## config.mk

```make
export PLATFORM = sky130hd
export DESIGN_NAME = lens_position_servo
export DESIGN_NICKNAME = d
export VERILOG_FILES = /design/src/rtl/core/lps_pkg.sv /design/src/rtl/core/lens_position_servo.sv /design/src/rtl/core/lps_speed_fin.sv
export SDC_FILE = /design/constraint.sdc
export NUM_CORES = 1
export LEC_CHECK = 0
export ABC_AREA = 1
export BUFFER_PORTS_ARGS = -buffer_cell sky130_fd_sc_hd__clkbuf_2
export CAP_MARGIN = 10
export CORE_ASPECT_RATIO = 0.75
export CORE_UTILIZATION = 35
export CTS_BUF_LIST = sky130_fd_sc_hd__clkbuf_4 sky130_fd_sc_hd__clkbuf_8
export DETAILED_ROUTE_END_ITERATION = 10
export GPL_ROUTABILITY_DRIVEN = 0
export PLACE_DENSITY_LB_ADDON = 0.15
export SLEW_MARGIN = 0
export SYNTH_ARGS = -nofsm -noshare
export SYNTH_HDL_FRONTEND = slang
export SYNTH_SLANG_ARGS = --single-unit
```

## constraint.sdc

```tcl
create_clock -name aclk -period 16.9 [get_ports aclk]
set_clock_uncertainty 0.2 [all_clocks]
set_input_delay 0.845 -clock aclk [delete_from_list [all_inputs] [get_ports aclk]]
set_output_delay 0.845 -clock aclk [all_outputs]
set_load 0.05 [all_outputs]
```

## src/rtl/core/lps_pkg.sv

```systemverilog
// ----------------------------------------------------------------------------
// Lens position servo package
// Shared types, codes and constants for the lens position servo.
// ----------------------------------------------------------------------------
package lps_pkg;

    localparam int unsigned SPEED_W  = 7;
    localparam int unsigned POS_W    = 16;
    localparam int unsigned TOL_W    = 8;
    localparam int unsigned STEP_W   = 8;
    localparam int unsigned PROD_W   = 14;
    localparam int unsigned CFG_IDX_W  = 2;
    localparam int unsigned CFG_DATA_W = 16;

    localparam logic [SPEED_W-1:0] SPEED_MAX_RESET   = 7'd80;
    localparam logic [SPEED_W-1:0] SPEED_MIN_RESET   = 7'd35;
    localparam logic [TOL_W-1:0]   TOLERANCE_RESET   = 8'd2;
    localparam logic [POS_W-1:0]   HOME_TARGET_RESET = 16'd300;

    localparam logic [POS_W-1:0] NEAR_LIMIT = 16'd20;
    localparam logic [POS_W-1:0] RAMP_LIMIT = 16'd100;

    // Division by 100 as a multiply by 5243 / 2^19, exact for products below 2^14.
    localparam int unsigned RECIP_W     = 13;
    localparam logic [RECIP_W-1:0] RECIP_MUL = 13'd5243;
    localparam int unsigned RECIP_SHIFT = 19;

    typedef enum logic [2:0] {
        FUNC_TICK   = 3'd0,
        FUNC_TARGET = 3'd1,
        FUNC_HOME   = 3'd2,
        FUNC_ENC_REV = 3'd3,
        FUNC_ENC_FWD = 3'd4
    } func_t;

    typedef enum logic [1:0] {
        CMD_NONE  = 2'd0,
        CMD_DRIVE = 2'd1,
        CMD_STOP  = 2'd2
    } motor_cmd_t;

    typedef enum logic [CFG_IDX_W-1:0] {
        CFG_SPEED_MAX   = 2'd0,
        CFG_SPEED_MIN   = 2'd1,
        CFG_TOLERANCE   = 2'd2,
        CFG_HOME_TARGET = 2'd3
    } cfg_idx_t;

    typedef struct packed {
        motor_cmd_t         cmd;
        logic [SPEED_W-1:0] base;
        logic               ramp;
        logic               ramp_up;
        logic               neg;
        logic [PROD_W-1:0]  prod;
        logic [POS_W-1:0]   position;
        logic               running;
    } drive_t;

endpackage

```

## src/rtl/core/lens_position_servo.sv

```systemverilog
// Path: an input transfer passes through the input register, the state update
// stage and the result register before its result transfer.
// Throughput: one item per cycle while the result side is ready; the state update stage holds the loop on position.
// Reset: synchronous active-low aresetn clears the pipeline valids, sets homing
// mode, zero position and target, and loads the register defaults.
// ----------------------------------------------------------------------------
// Lens position servo
// Event-driven motor position servo with homing and a distance-based speed ramp.
// ----------------------------------------------------------------------------
module lens_position_servo (
    input  logic        aclk,
    input  logic        aresetn,
    input  logic        cfg_valid,
    output logic        cfg_ready,
    input  logic [lps_pkg::CFG_IDX_W-1:0]  cfg_index,
    input  logic [lps_pkg::CFG_DATA_W-1:0] cfg_data,
    input  logic        s_tvalid,
    output logic        s_tready,
    input  logic [31:0] s_tdata,   // target[15:0], step_count[23:16], zero fill
    input  logic [2:0]  s_tuser,   // func[2:0]
    output logic        m_tvalid,
    input  logic        m_tready,
    output logic [31:0] m_tdata,   // speed[7:0], position[23:8], running[24], zero fill
    output logic [1:0]  m_tuser    // motor_cmd[1:0]
);
    import lps_pkg::*;

    logic [SPEED_W-1:0] speed_max_reg;
    logic [SPEED_W-1:0] speed_min_reg;
    logic [TOL_W-1:0]   tolerance_reg;
    logic [POS_W-1:0]   home_target_reg;

    logic               in_valid_reg;
    logic [2:0]         in_func_reg;
    logic [POS_W-1:0]   in_target_reg;
    logic [STEP_W-1:0]  in_step_reg;

    logic               run_mode_reg,  run_mode_next;
    logic [POS_W-1:0]   lens_pos_reg,  lens_pos_next;
    logic [POS_W-1:0]   want_pos_reg,  want_pos_next;

    logic               st1_valid_reg;
    drive_t             st1_reg, st1_next;

    logic               m_valid_reg;
    logic [31:0]        m_data_reg;
    logic [1:0]         m_user_reg;

    logic               out_ready, st1_ready, in_ready;
    logic signed [16:0] pos_diff;
    logic [POS_W-1:0]   mag;
    logic [SPEED_W-1:0] ramp_diff;
    logic signed [7:0]  speed_fin;

    assign cfg_ready = 1'b1;
    assign out_ready = !m_valid_reg || m_tready;
    assign st1_ready = !st1_valid_reg || out_ready;
    assign in_ready  = !in_valid_reg || st1_ready;
    assign s_tready  = in_ready;
    assign m_tvalid  = m_valid_reg;
    assign m_tdata   = m_data_reg;
    assign m_tuser   = m_user_reg;

    always_ff @(posedge aclk) begin
        if (!aresetn) begin
            speed_max_reg   <= SPEED_MAX_RESET;
            speed_min_reg   <= SPEED_MIN_RESET;
            tolerance_reg   <= TOLERANCE_RESET;
            home_target_reg <= HOME_TARGET_RESET;
        end else if (cfg_valid && cfg_ready) begin
            case (cfg_idx_t'(cfg_index))
                CFG_SPEED_MAX:   speed_max_reg   <= cfg_data[SPEED_W-1:0];
                CFG_SPEED_MIN:   speed_min_reg   <= cfg_data[SPEED_W-1:0];
                CFG_TOLERANCE:   tolerance_reg   <= cfg_data[TOL_W-1:0];
                CFG_HOME_TARGET: home_target_reg <= cfg_data[POS_W-1:0];
                default: ;
            endcase
        end
    end

    always_ff @(posedge aclk) begin
        if (!aresetn) begin
            in_valid_reg <= 1'b0;
        end else if (in_ready) begin
            in_valid_reg <= s_tvalid;
        end
        if (in_ready && s_tvalid) begin
            in_func_reg   <= s_tuser;
            in_target_reg <= s_tdata[15:0];
            in_step_reg   <= s_tdata[23:16];
        end
    end

    always_comb begin
        run_mode_next = run_mode_reg;
        lens_pos_next = lens_pos_reg;
        want_pos_next = want_pos_reg;
        pos_diff  = {lens_pos_reg[POS_W-1], lens_pos_reg}
                  - {want_pos_reg[POS_W-1], want_pos_reg};
        mag       = pos_diff[16] ? POS_W'(-pos_diff) : pos_diff[POS_W-1:0];
        ramp_diff = (speed_max_reg >= speed_min_reg) ? speed_max_reg - speed_min_reg
                                                     : speed_min_reg - speed_max_reg;
        st1_next          = '0;
        st1_next.cmd      = CMD_NONE;
        st1_next.ramp_up  = speed_max_reg >= speed_min_reg;
        st1_next.prod     = PROD_W'(mag[6:0]) * PROD_W'(ramp_diff);

        case (func_t'(in_func_reg))
            FUNC_TICK: begin
                st1_next.cmd = CMD_DRIVE;
                if (!run_mode_reg) begin
                    st1_next.base = speed_max_reg;
                end else if (mag == '0) begin
                    st1_next.cmd = CMD_STOP;
                end else begin
                    st1_next.neg = pos_diff[16];
                    if (mag <= POS_W'(tolerance_reg)) begin
                        st1_next.base = '0;
                    end else if (mag <= NEAR_LIMIT) begin
                        st1_next.base = speed_min_reg;
                    end else if (mag > RAMP_LIMIT) begin
                        st1_next.base = speed_max_reg;
                    end else begin
                        st1_next.base = speed_min_reg;
                        st1_next.ramp = 1'b1;
                    end
                end
            end
            FUNC_TARGET: want_pos_next = in_target_reg;
            FUNC_HOME: begin
                st1_next.cmd = CMD_STOP;
                if (!run_mode_reg) begin
                    run_mode_next = 1'b1;
                    want_pos_next = home_target_reg;
                end else begin
                    lens_pos_next = '0;
                end
            end
            FUNC_ENC_REV: if (run_mode_reg) lens_pos_next = lens_pos_reg + POS_W'(in_step_reg);
            FUNC_ENC_FWD: if (run_mode_reg) lens_pos_next = lens_pos_reg - POS_W'(in_step_reg);
            default: ;
        endcase

        st1_next.position = lens_pos_next;
        st1_next.running  = run_mode_next;
    end

    always_ff @(posedge aclk) begin
        if (!aresetn) begin
            st1_valid_reg <= 1'b0;
            run_mode_reg  <= 1'b0;
            lens_pos_reg  <= '0;
            want_pos_reg  <= '0;
        end else if (st1_ready) begin
            st1_valid_reg <= in_valid_reg;
            if (in_valid_reg) begin
                run_mode_reg <= run_mode_next;
                lens_pos_reg <= lens_pos_next;
                want_pos_reg <= want_pos_next;
            end
        end
        if (st1_ready && in_valid_reg) begin
            st1_reg <= st1_next;
        end
    end

    lps_speed_fin u_speed_fin (
        .drive (st1_reg),
        .speed (speed_fin)
    );

    always_ff @(posedge aclk) begin
        if (!aresetn) begin
            m_valid_reg <= 1'b0;
        end else if (out_ready) begin
            m_valid_reg <= st1_valid_reg;
        end
        if (out_ready && st1_valid_reg) begin
            m_data_reg <= {7'd0, st1_reg.running, st1_reg.position, speed_fin};
            m_user_reg <= st1_reg.cmd;
        end
    end

`ifndef SYNTHESIS
    a_mode_never_falls: assert property (@(posedge aclk) disable iff (!aresetn)
        !$fell(run_mode_reg))
        else $error("running mode left without reset");

    a_speed_zero_unless_drive: assert property (@(posedge aclk) disable iff (!aresetn)
        (m_valid_reg && m_user_reg != CMD_DRIVE) |-> (m_data_reg[7:0] == 8'd0))
        else $error("nonzero speed without a drive command");

    a_cmd_legal: assert property (@(posedge aclk) disable iff (!aresetn)
        m_valid_reg |-> (m_user_reg == CMD_NONE || m_user_reg == CMD_DRIVE
                         || m_user_reg == CMD_STOP))
        else $error("illegal motor command code");

    a_pos_holds_when_idle: assert property (@(posedge aclk) disable iff (!aresetn)
        !(st1_ready && in_valid_reg) |=> $stable(lens_pos_reg))
        else $error("position changed without an item");
`endif

endmodule

```

## src/rtl/core/lps_speed_fin.sv

```systemverilog
// ----------------------------------------------------------------------------
// Lens position servo speed finish
// Scales the ramp product by 1/100, applies the ramp offset and the sign.
// ----------------------------------------------------------------------------
module lps_speed_fin (
    input  lps_pkg::drive_t     drive,
    output logic signed [7:0]   speed
);
    import lps_pkg::*;

    logic [PROD_W+RECIP_W-1:0] scaled;
    logic [SPEED_W-1:0]        quot;
    logic [SPEED_W-1:0]        mag;

    always_comb begin
        scaled = PROD_W'(drive.prod) * RECIP_MUL;
        quot   = scaled[RECIP_SHIFT +: SPEED_W];
        if (drive.ramp) begin
            mag = drive.ramp_up ? drive.base + quot : drive.base - quot;
        end else begin
            mag = drive.base;
        end
        speed = drive.neg ? -$signed({1'b0, mag}) : $signed({1'b0, mag});
    end

endmodule

```

==> results by stage, run 1 <==
Setup path:
- The reg-to-reg setup timing slack is roughly 9.5 ns.
- The data arrival time of the worst path is around 7.5 ns.
- The beginning of the critical path is st1_reg[26].
- The endpoint of the most critical register-to-register path is m_tdata[6].
- By instance count, the cell type seen most on the critical path is sky130_fd_sc_hd__inv_1.
- On the worst path, the slowest cell contributes a delay of 0.63 ns.
- The kind of critical path is flop to flop.
- STA classifies the critical path endpoint as a flop.
- Measured in cells, the most critical reg-to-reg path has a length of 31.
- STA classifies the critical path startpoint as a flop.
- The startpoint identified for the worst register-to-register timing path is st1_reg[26].
- The worst-path cell with the longest stage delay is sky130_fd_sc_hd__edfxtp_1.
- The required arrival time at the worst endpoint is 16.95 ns.
- The most critical setup path has its endpoint at m_tdata[6].
- The critical-path maximum fanout is 6.

STA:
- The count of endpoints failing setup in the final report is 0.
- In this run the tightest slew margin relative to its limit is 0.271.
- After routing, the total negative slack on setup checks comes to 0 ns.
- The max-slew violation count is 0.
- The setup slack of the critical path after layout is 9.47 ns.
- The achievable frequency is ~130 MHz.
- The hold violation count in the final report is 0.
- The minimum clock period after layout is 7.43 ns.
- The post-route worst hold slack is approximately 0.23 ns.
- For the pin with the worst max-slew slack, the measured transition is 1.09 ns.
- The portion of the clock cycle consumed by the worst path in the final layout is 0.439.
- Setup repair after global routing left no endpoint under its margin.

Die:
- The area enclosed by the die boundary is 0.0447 mm2.
- After floorplanning, the core was divided into 66 placement rows.
- In this run the count of I/O pins placed on the die edge is 95.
- The die is 183 um tall.
- The initial utilization of the core area, before any placement, comes to 0.355.
- From left edge to right edge, the die measures approximately 240 um.
- The core region is around 0.043 mm2.

Routing:
- The final wirelength is 39.0 mm.
- In this run, the number of DRC markers left after iteration 0 of detailed routing was 895.
- The total vias in the final route is 12.5k.
- The DRC violation count after routing is 0.
- Before antenna repair, the detailed router went through 5 iterations.
- In the final routed layout, each cell accounts on average for 15.0 um.
- The number of antenna-violating nets in the routed design is 0.
- The post-detailed-route via-to-cell ratio is 4.80.

Synth:
- For this run, the register share of the synthesized area comes to 0.286.
- The post-synthesis compound-gate area fraction came to 0.108.
- By area, the combinational part of the netlist is dominated by adder cells.
- The simple-gate share of the synthesized area is 0.198.
- Ranked by total cell area, the synthesized netlist is headed by sky130_fd_sc_hd__edfxtp_1 (19%), sky130_fd_sc_hd__ha_1 (15%), sky130_fd_sc_hd__fa_1 (12%).
- The cell area after synthesis is 0.0154 mm2.
- The number of synthesized register bits is around 170.
- Dividing the synthesized area by the synthesized cell count gives 7.91 um2.
- The synthesized design spends more area on one cell type than any other, namely sky130_fd_sc_hd__edfxtp_1.
- The mux share of post-synthesis cell area is 0.000652.
- The xor and xnor area share after synthesis is 0.0240.
- The post-synthesis adder-cell area fraction is 0.274.
- The warning count from the yosys run is 0.
- The share of synthesized area in the top cell type comes to 0.190.
- The distinct cell type count after synthesis is 52.
- The number of instances in the synthesized netlist is roughly 1.9k.

Placed design:
- The post-place setup slack is approximately 9.5 ns.
- The number of port buffers is a little under 80.
- After legalization and detailed placement, the total HPWL measured 32.4 mm.

Finish:
- The register with the most flip-flops in the layout has 43 of them.
- Of the cells placed in the final design, the portion with a size suffix greater than 1 is 0.0800.
- The net count of the finished layout is 2351.
- The number of antenna cells inserted is 0.
- The final core utilization is 0.388.
- The area growth from synthesis to layout is 9.24%.

CTS:
- The count of cells resized by post-cts repair is 0.
- The clock insertion delay at the later pin of the skew report is 0.50 ns.
- TritonCTS built the clock tree.
- Buffers inserted during clock tree synthesis total 17.
- The post-CTS clock slew at the launch and capture registers of the worst setup and hold paths is between 0.1 and 0.15 ns.
- Clock tree synthesis found a total of 171 sinks.
- CTS built an H-tree with a depth of 4.
- The number of buffers on the longest clock path is 2.
- The buffer count from post-CTS setup fixing is 0.
- The master cell of the clock root buffer is sky130_fd_sc_hd__clkbuf_8.
- The number of buffers inserted by hold repair at cts is 0.

Global routing:
- The via count of the first global-routing pass is 12.0k.
- For this run the aggregate overflow at the end of global routing stands at 0.
- Entering global routing, the biggest net connects 65 pins.
- The initial antenna violation count came to 1.
- The first-pass GRT wire length is between 60 and 70 mm.
- The total global-route track usage is 0.181.

Worst hold path:
- The worst min-delay path class is flop to flop.

Run status:
- The flow ran to the end, and the final reports show no timing, DRC or antenna violations.

Run:
- The total of max-cap violations is 0.
[worst min path at each step]
stage / to / from / cells past startpoint
global placement: m_tdata[22] / st1_reg[15] / 0
global route: m_tdata[16] / st1_reg[9] / 0
CTS: m_tdata[8] / st1_reg[1] / 0
floorplan: m_tdata[10] / st1_reg[3] / 0
finish: m_tdata[19] / st1_reg[12] / 0
detailed placement: m_tdata[8] / st1_reg[1] / 0
[kinds of logic after synthesis]
group / count (synthesis)
mux: 1
flops: 171
simple gates: 717
xor+xnor: 42
buf+inv: 428
fa+ha+maj: 281
compound gates: 299
other cells: 2
[layout by cell type (no fill, tap or decap), types with 5 or more instances in the layout]
cell / instances
sky130_fd_sc_hd__clkbuf_2: 78
sky130_fd_sc_hd__nand2_1: 371
sky130_fd_sc_hd__or2_2: 7
sky130_fd_sc_hd__edfxtp_1: 97
sky130_fd_sc_hd__inv_1: 379
sky130_fd_sc_hd__nor3_1: 22
sky130_fd_sc_hd__nor2_1: 160
sky130_fd_sc_hd__xor2_1: 24
sky130_fd_sc_hd__nand2_2: 8
sky130_fd_sc_hd__nand3_2: 5
sky130_fd_sc_hd__xnor2_1: 18
sky130_fd_sc_hd__conb_1: 8
sky130_fd_sc_hd__o211ai_1: 11
sky130_fd_sc_hd__inv_8: 5
sky130_fd_sc_hd__buf_4: 8
sky130_fd_sc_hd__clkbuf_8: 17
sky130_fd_sc_hd__a21oi_1: 102
sky130_fd_sc_hd__o21ai_0: 115
sky130_fd_sc_hd__dfxtp_1: 74
sky130_fd_sc_hd__a31oi_1: 26
sky130_fd_sc_hd__fa_1: 92
sky130_fd_sc_hd__nand4_1: 18
sky130_fd_sc_hd__ha_1: 189
sky130_fd_sc_hd__o21ai_1: 9
sky130_fd_sc_hd__inv_2: 7
sky130_fd_sc_hd__o21bai_1: 7
sky130_fd_sc_hd__nand3_1: 111
[final cells by class]
class / instances / area [um2]
Fill cell: 4553 / 26500
Multi-Input combinational cell: 1348 / 9320
Sequential cell: 171 / 4390
Inverter: 388 / 1460
Tap cell: 578 / 723
Timing Repair Buffer: 86 / 450
Clock buffer: 17 / 234
Clock inverter: 15 / 191
[stage by stage]
| stage | cell area (um2) | instances |
|---|---|---|
| floorplan | 15400 | 1947 |
| global placement | 16300 | 2571 |
| detailed placement | 16300 | 2571 |
| CTS | 16800 | 2603 |
| global route | 16800 | 2603 |
| finish | 16800 | 2603 |
[synthesized netlist by cell type (all sizes together)]
| master | instances |
|---|---|
| clkinv | 2 |
| a2111oi | 1 |
| o2111ai | 1 |
| nand3 | 116 |
| o311ai | 1 |
| dfxtp | 74 |
| clkbuf | 26 |
| o221ai | 3 |
| o21bai | 7 |
| ha | 189 |
| and2 | 2 |
| nand3b | 1 |
| or2 | 7 |
| nand2 | 380 |
| o32ai | 1 |
| buf | 14 |
| o211ai | 11 |
| a21boi | 1 |
| a31o | 1 |
| a211oi | 5 |
| a31oi | 26 |
| o21ai | 128 |
| nor2 | 165 |
| mux2i | 1 |
| nand4 | 18 |
| inv | 386 |
| a21oi | 105 |
| o21a | 2 |
| xor2 | 24 |
| o31ai | 1 |
| a221oi | 2 |
| nor2b | 1 |
| fa | 92 |
| a21o | 3 |
| nor3 | 24 |
| conb | 2 |
| nor4 | 3 |
| edfxtp | 97 |
| xnor2 | 18 |
[per-layer routing]
metal / track usage / vias up / routed length (um)
met5: 0 / - / 0
li1: - / 6400 / -
met1: 0.294 / 5813 / 22100
met2: 0.245 / 273 / 14600
met4: 0.0330 / 0 / 229
met3: 0.0323 / 15 / 2120
[worst max-delay path: cells and delay by family, from the launching register on]
family / cells / cell delay [ns]
adder cells (fa/ha/maj): 8 / 3.28
AO/OA/AOI/OAI: 7 / 1.48
AND/OR/NAND/NOR: 8 / 0.70
buffers and inverters: 6 / 0.38
XOR/XNOR: 2 / 0.49
flip-flops: 1 / 0.63
Power of run 1 is left out: the tool's default activity adds up to more than one toggle a clock period on the data nets, which glitch-free logic cannot reach.
==> run 2: changes to the inputs <==
==> constraint.sdc (replaced) <==
create_clock -name aclk -period 7.8 [get_ports aclk]
set_clock_uncertainty 0.2 [all_clocks]
set_input_delay 0.39 -clock aclk [delete_from_list [all_inputs] [get_ports aclk]]
set_output_delay 0.39 -clock aclk [all_outputs]
set_load 0.05 [all_outputs]
==> run 2 against run 1 <==
Non-clock buffer count up 57. First-iteration DRC count down 9.1%. Global-route usage up 0.23 points. Critical path depth up 5. Register-to-register slack worse by 8.8 ns. Worst hold slack worse by 0.16 ns.
==> results by stage, run 2 (synthesis results as in run 1) <==
Setup path:
- The largest stage delay on the critical path is 0.54 ns.
- Together, buffers and inverters on the worst path number 8.
- The worst-path cell with the longest stage delay is sky130_fd_sc_hd__fa_1.
- In this run the worst path has a maximum fanout of 24.
- The cell family contributing the most delay on the critical path is adder cells.
- The category of the worst setup path capture point is a flop.
- STA classifies the critical path startpoint as a flop.
- The worst setup path is of the flop to flop kind.
- At the worst endpoint, the required time is a little under 8 ns.
- For the worst setup path, the data arrival time is a little over 7 ns.
- The cell that appears most often on the critical path is sky130_fd_sc_hd__inv_1.

Global routing:
- The first global-routing pass estimated 64.6 mm of wire.
- The initial antenna violation count was 1.
- The total congestion overflow is 0.
- The total global-route track usage is 0.184.
- The via count of the first global-routing pass is around 12k.
- Entering global routing, the biggest net connects between 60 and 70 pins.

STA:
- The max-slew violation count is 0.
- The count of endpoints failing setup in the final report is 0.
- The portion of the clock cycle consumed by the worst path in the final layout is 0.919.
- In this run the tightest slew margin relative to its limit is 0.284.
- The achievable frequency is between 100 and 150 MHz.
- Setup repair after global routing left no endpoint under its margin.
- The minimum clock period after layout is 7.17 ns.
- The slew at the pin with the worst max-slew slack is 1.07 ns.
- The hold violation count in the final report came to 0.
- Setup total negative slack on the finished layout was measured at 0 ns.

Die:
- The floorplan step defined a die boundary enclosing 0.0447 mm2.
- The total number of placement rows is 66.
- From left edge to right edge, the die measures 244 um.
- In this run the count of I/O pins placed on the die edge is 95.
- In this run the standard cell core region covers about 0.043 mm2.
- The height of the chip is 183 um.
- The initial utilization of the core area, before any placement, comes to 0.355.

Finish:
- The final-layout fill cell count is 4454.
- The area of all placed cells without fillers is ~0.017 mm2.
- The number of antenna diodes in the final layout is 0.
- From synthesis to final layout, the design area changed by 12.8%.
- The area used by sequential logic in the layout is roughly 0.0044 mm2.
- The most common cell after layout, fill and taps aside is sky130_fd_sc_hd__inv_1.
- Of the cells placed in the final design, the portion with a size suffix greater than 1 is 0.0831.
- The net count of the finished layout is 2408.
- Summing all multi-input logic gate instances after layout gives 0.00932 mm2.
- The register with the most flip-flops in the layout has 43 of them.
- The library cells used most frequently in the layout, excluding fill and tap cells, are sky130_fd_sc_hd__inv_1 (379), sky130_fd_sc_hd__nand2_1 (371), sky130_fd_sc_hd__ha_1 (189).

Routing:
- The routed design has 39.6 mm of wire.
- The post-detailed-route via-to-cell ratio is 4.78.
- The routed length per instance is between 10 and 15 um.
- The detailed router finished its first iteration with 814 violations.
- Before antenna repair, the detailed router went through 5 iterations.
- The total vias in the final route is 12.7k.
- In this run the remaining antenna-violating nets after routing total 0.
- For this run, design rule violations remaining after detail routing come to 0.

Worst hold path:
- The tightest min-delay check is of the input port to flop type.

Placed design:
- The number of port buffers is 78.
- The placed instances occupy a cell area of 0.0164 mm2.
- Detailed placement finished with a half-perimeter wire length of 32.5 mm.

CTS:
- For the worst-skew pair, the clock arrives at the later sink with an insertion delay of approximately 0.50 ns.
- TritonCTS built the clock tree.
- The H-tree depth is 4.
- The root buffer cell chosen for the clock tree is sky130_fd_sc_hd__clkbuf_8.
- After clock tree synthesis, the clock-pin slew on the worst setup and hold paths is 0.11 ns.
- In this run, CTS created clock tree buffers numbering 17.
- In this run the deepest clock path goes through 2 buffers.
- The sink count of the clock tree is ~170.

Run:
- Max-cap violations in this run came to 0.

Run status:
- The run finished with clean final reports.
[run 2: cell types whose count changed in the layout (fill, tap and decap cells not counted), sizes merged]
cell         before  now
dlygate4sd3       0   45
buf               8   20
[run 2: path summary, 6_finish.rpt]
check,start,to,slack (ns),depth (start not counted)
hold / removal,cfg_index[0],tolerance_reg[1],0.06,3
setup / recovery,lens_pos_reg[0],st1_reg[29],0.63,36
setup reg to reg,lens_pos_reg[0],st1_reg[29],0.63,36
hold reg to reg,st1_reg[11],m_tdata[18],0.22,0
[run 2: layout make-up]
cell class                      count  area share
Multi-Input combinational cell   1348       0.538
Timing Repair Buffer              143      0.0573
Sequential cell                   171       0.254
Tap cell                          578      0.0418
Clock inverter                     15      0.0110
Inverter                          388      0.0841
Clock buffer                       17      0.0135
[run 2: worst min-delay path: cells and delay by family]
| family | cells | cell delay (ns) |
|---|---|---|
| AO/OA/AOI/OAI | 1 | 0.15 |
| buffers and inverters | 1 | 0.10 |
| AND/OR/NAND/NOR | 1 | 0.08 |
[run 2: per-layer routing]
layer,GRT usage,up-vias,part of all wire
li1,-,6513,-
met1,0.299,5922,0.57
met2,0.253,259,0.38
met3,0.0278,16,0.045
met4,0.0283,0,0.0055
met5,0,-,0
[run 2: timing repair]
item | CTS | global route
resized for setup | 0 | 2
endpoints found under the setup margin | 0 | 2
setup buffers | 0 | 7
hold buffers | 45 | 0
hold endpoints to repair | 50 | 0
[run 2: through the flow]
| step | util | hold WS [ns] | setup WS (ns) | instances |
|---|---|---|---|---|
| floorplan | - | 0.200 | 1.19 | 1947 |
| global placement | 0.379 | 0.202 | 0.530 | 2576 |
| detailed placement | 0.379 | 0.205 | 0.491 | 2576 |
| CTS | 0.399 | 0.0291 | 0.441 | 2653 |
| global route | 0.400 | 0.0590 | 0.0194 | 2660 |
| finish | 0.400 | 0.0637 | 0.631 | 2660 |
Power of run 2 is left out for the same reason.
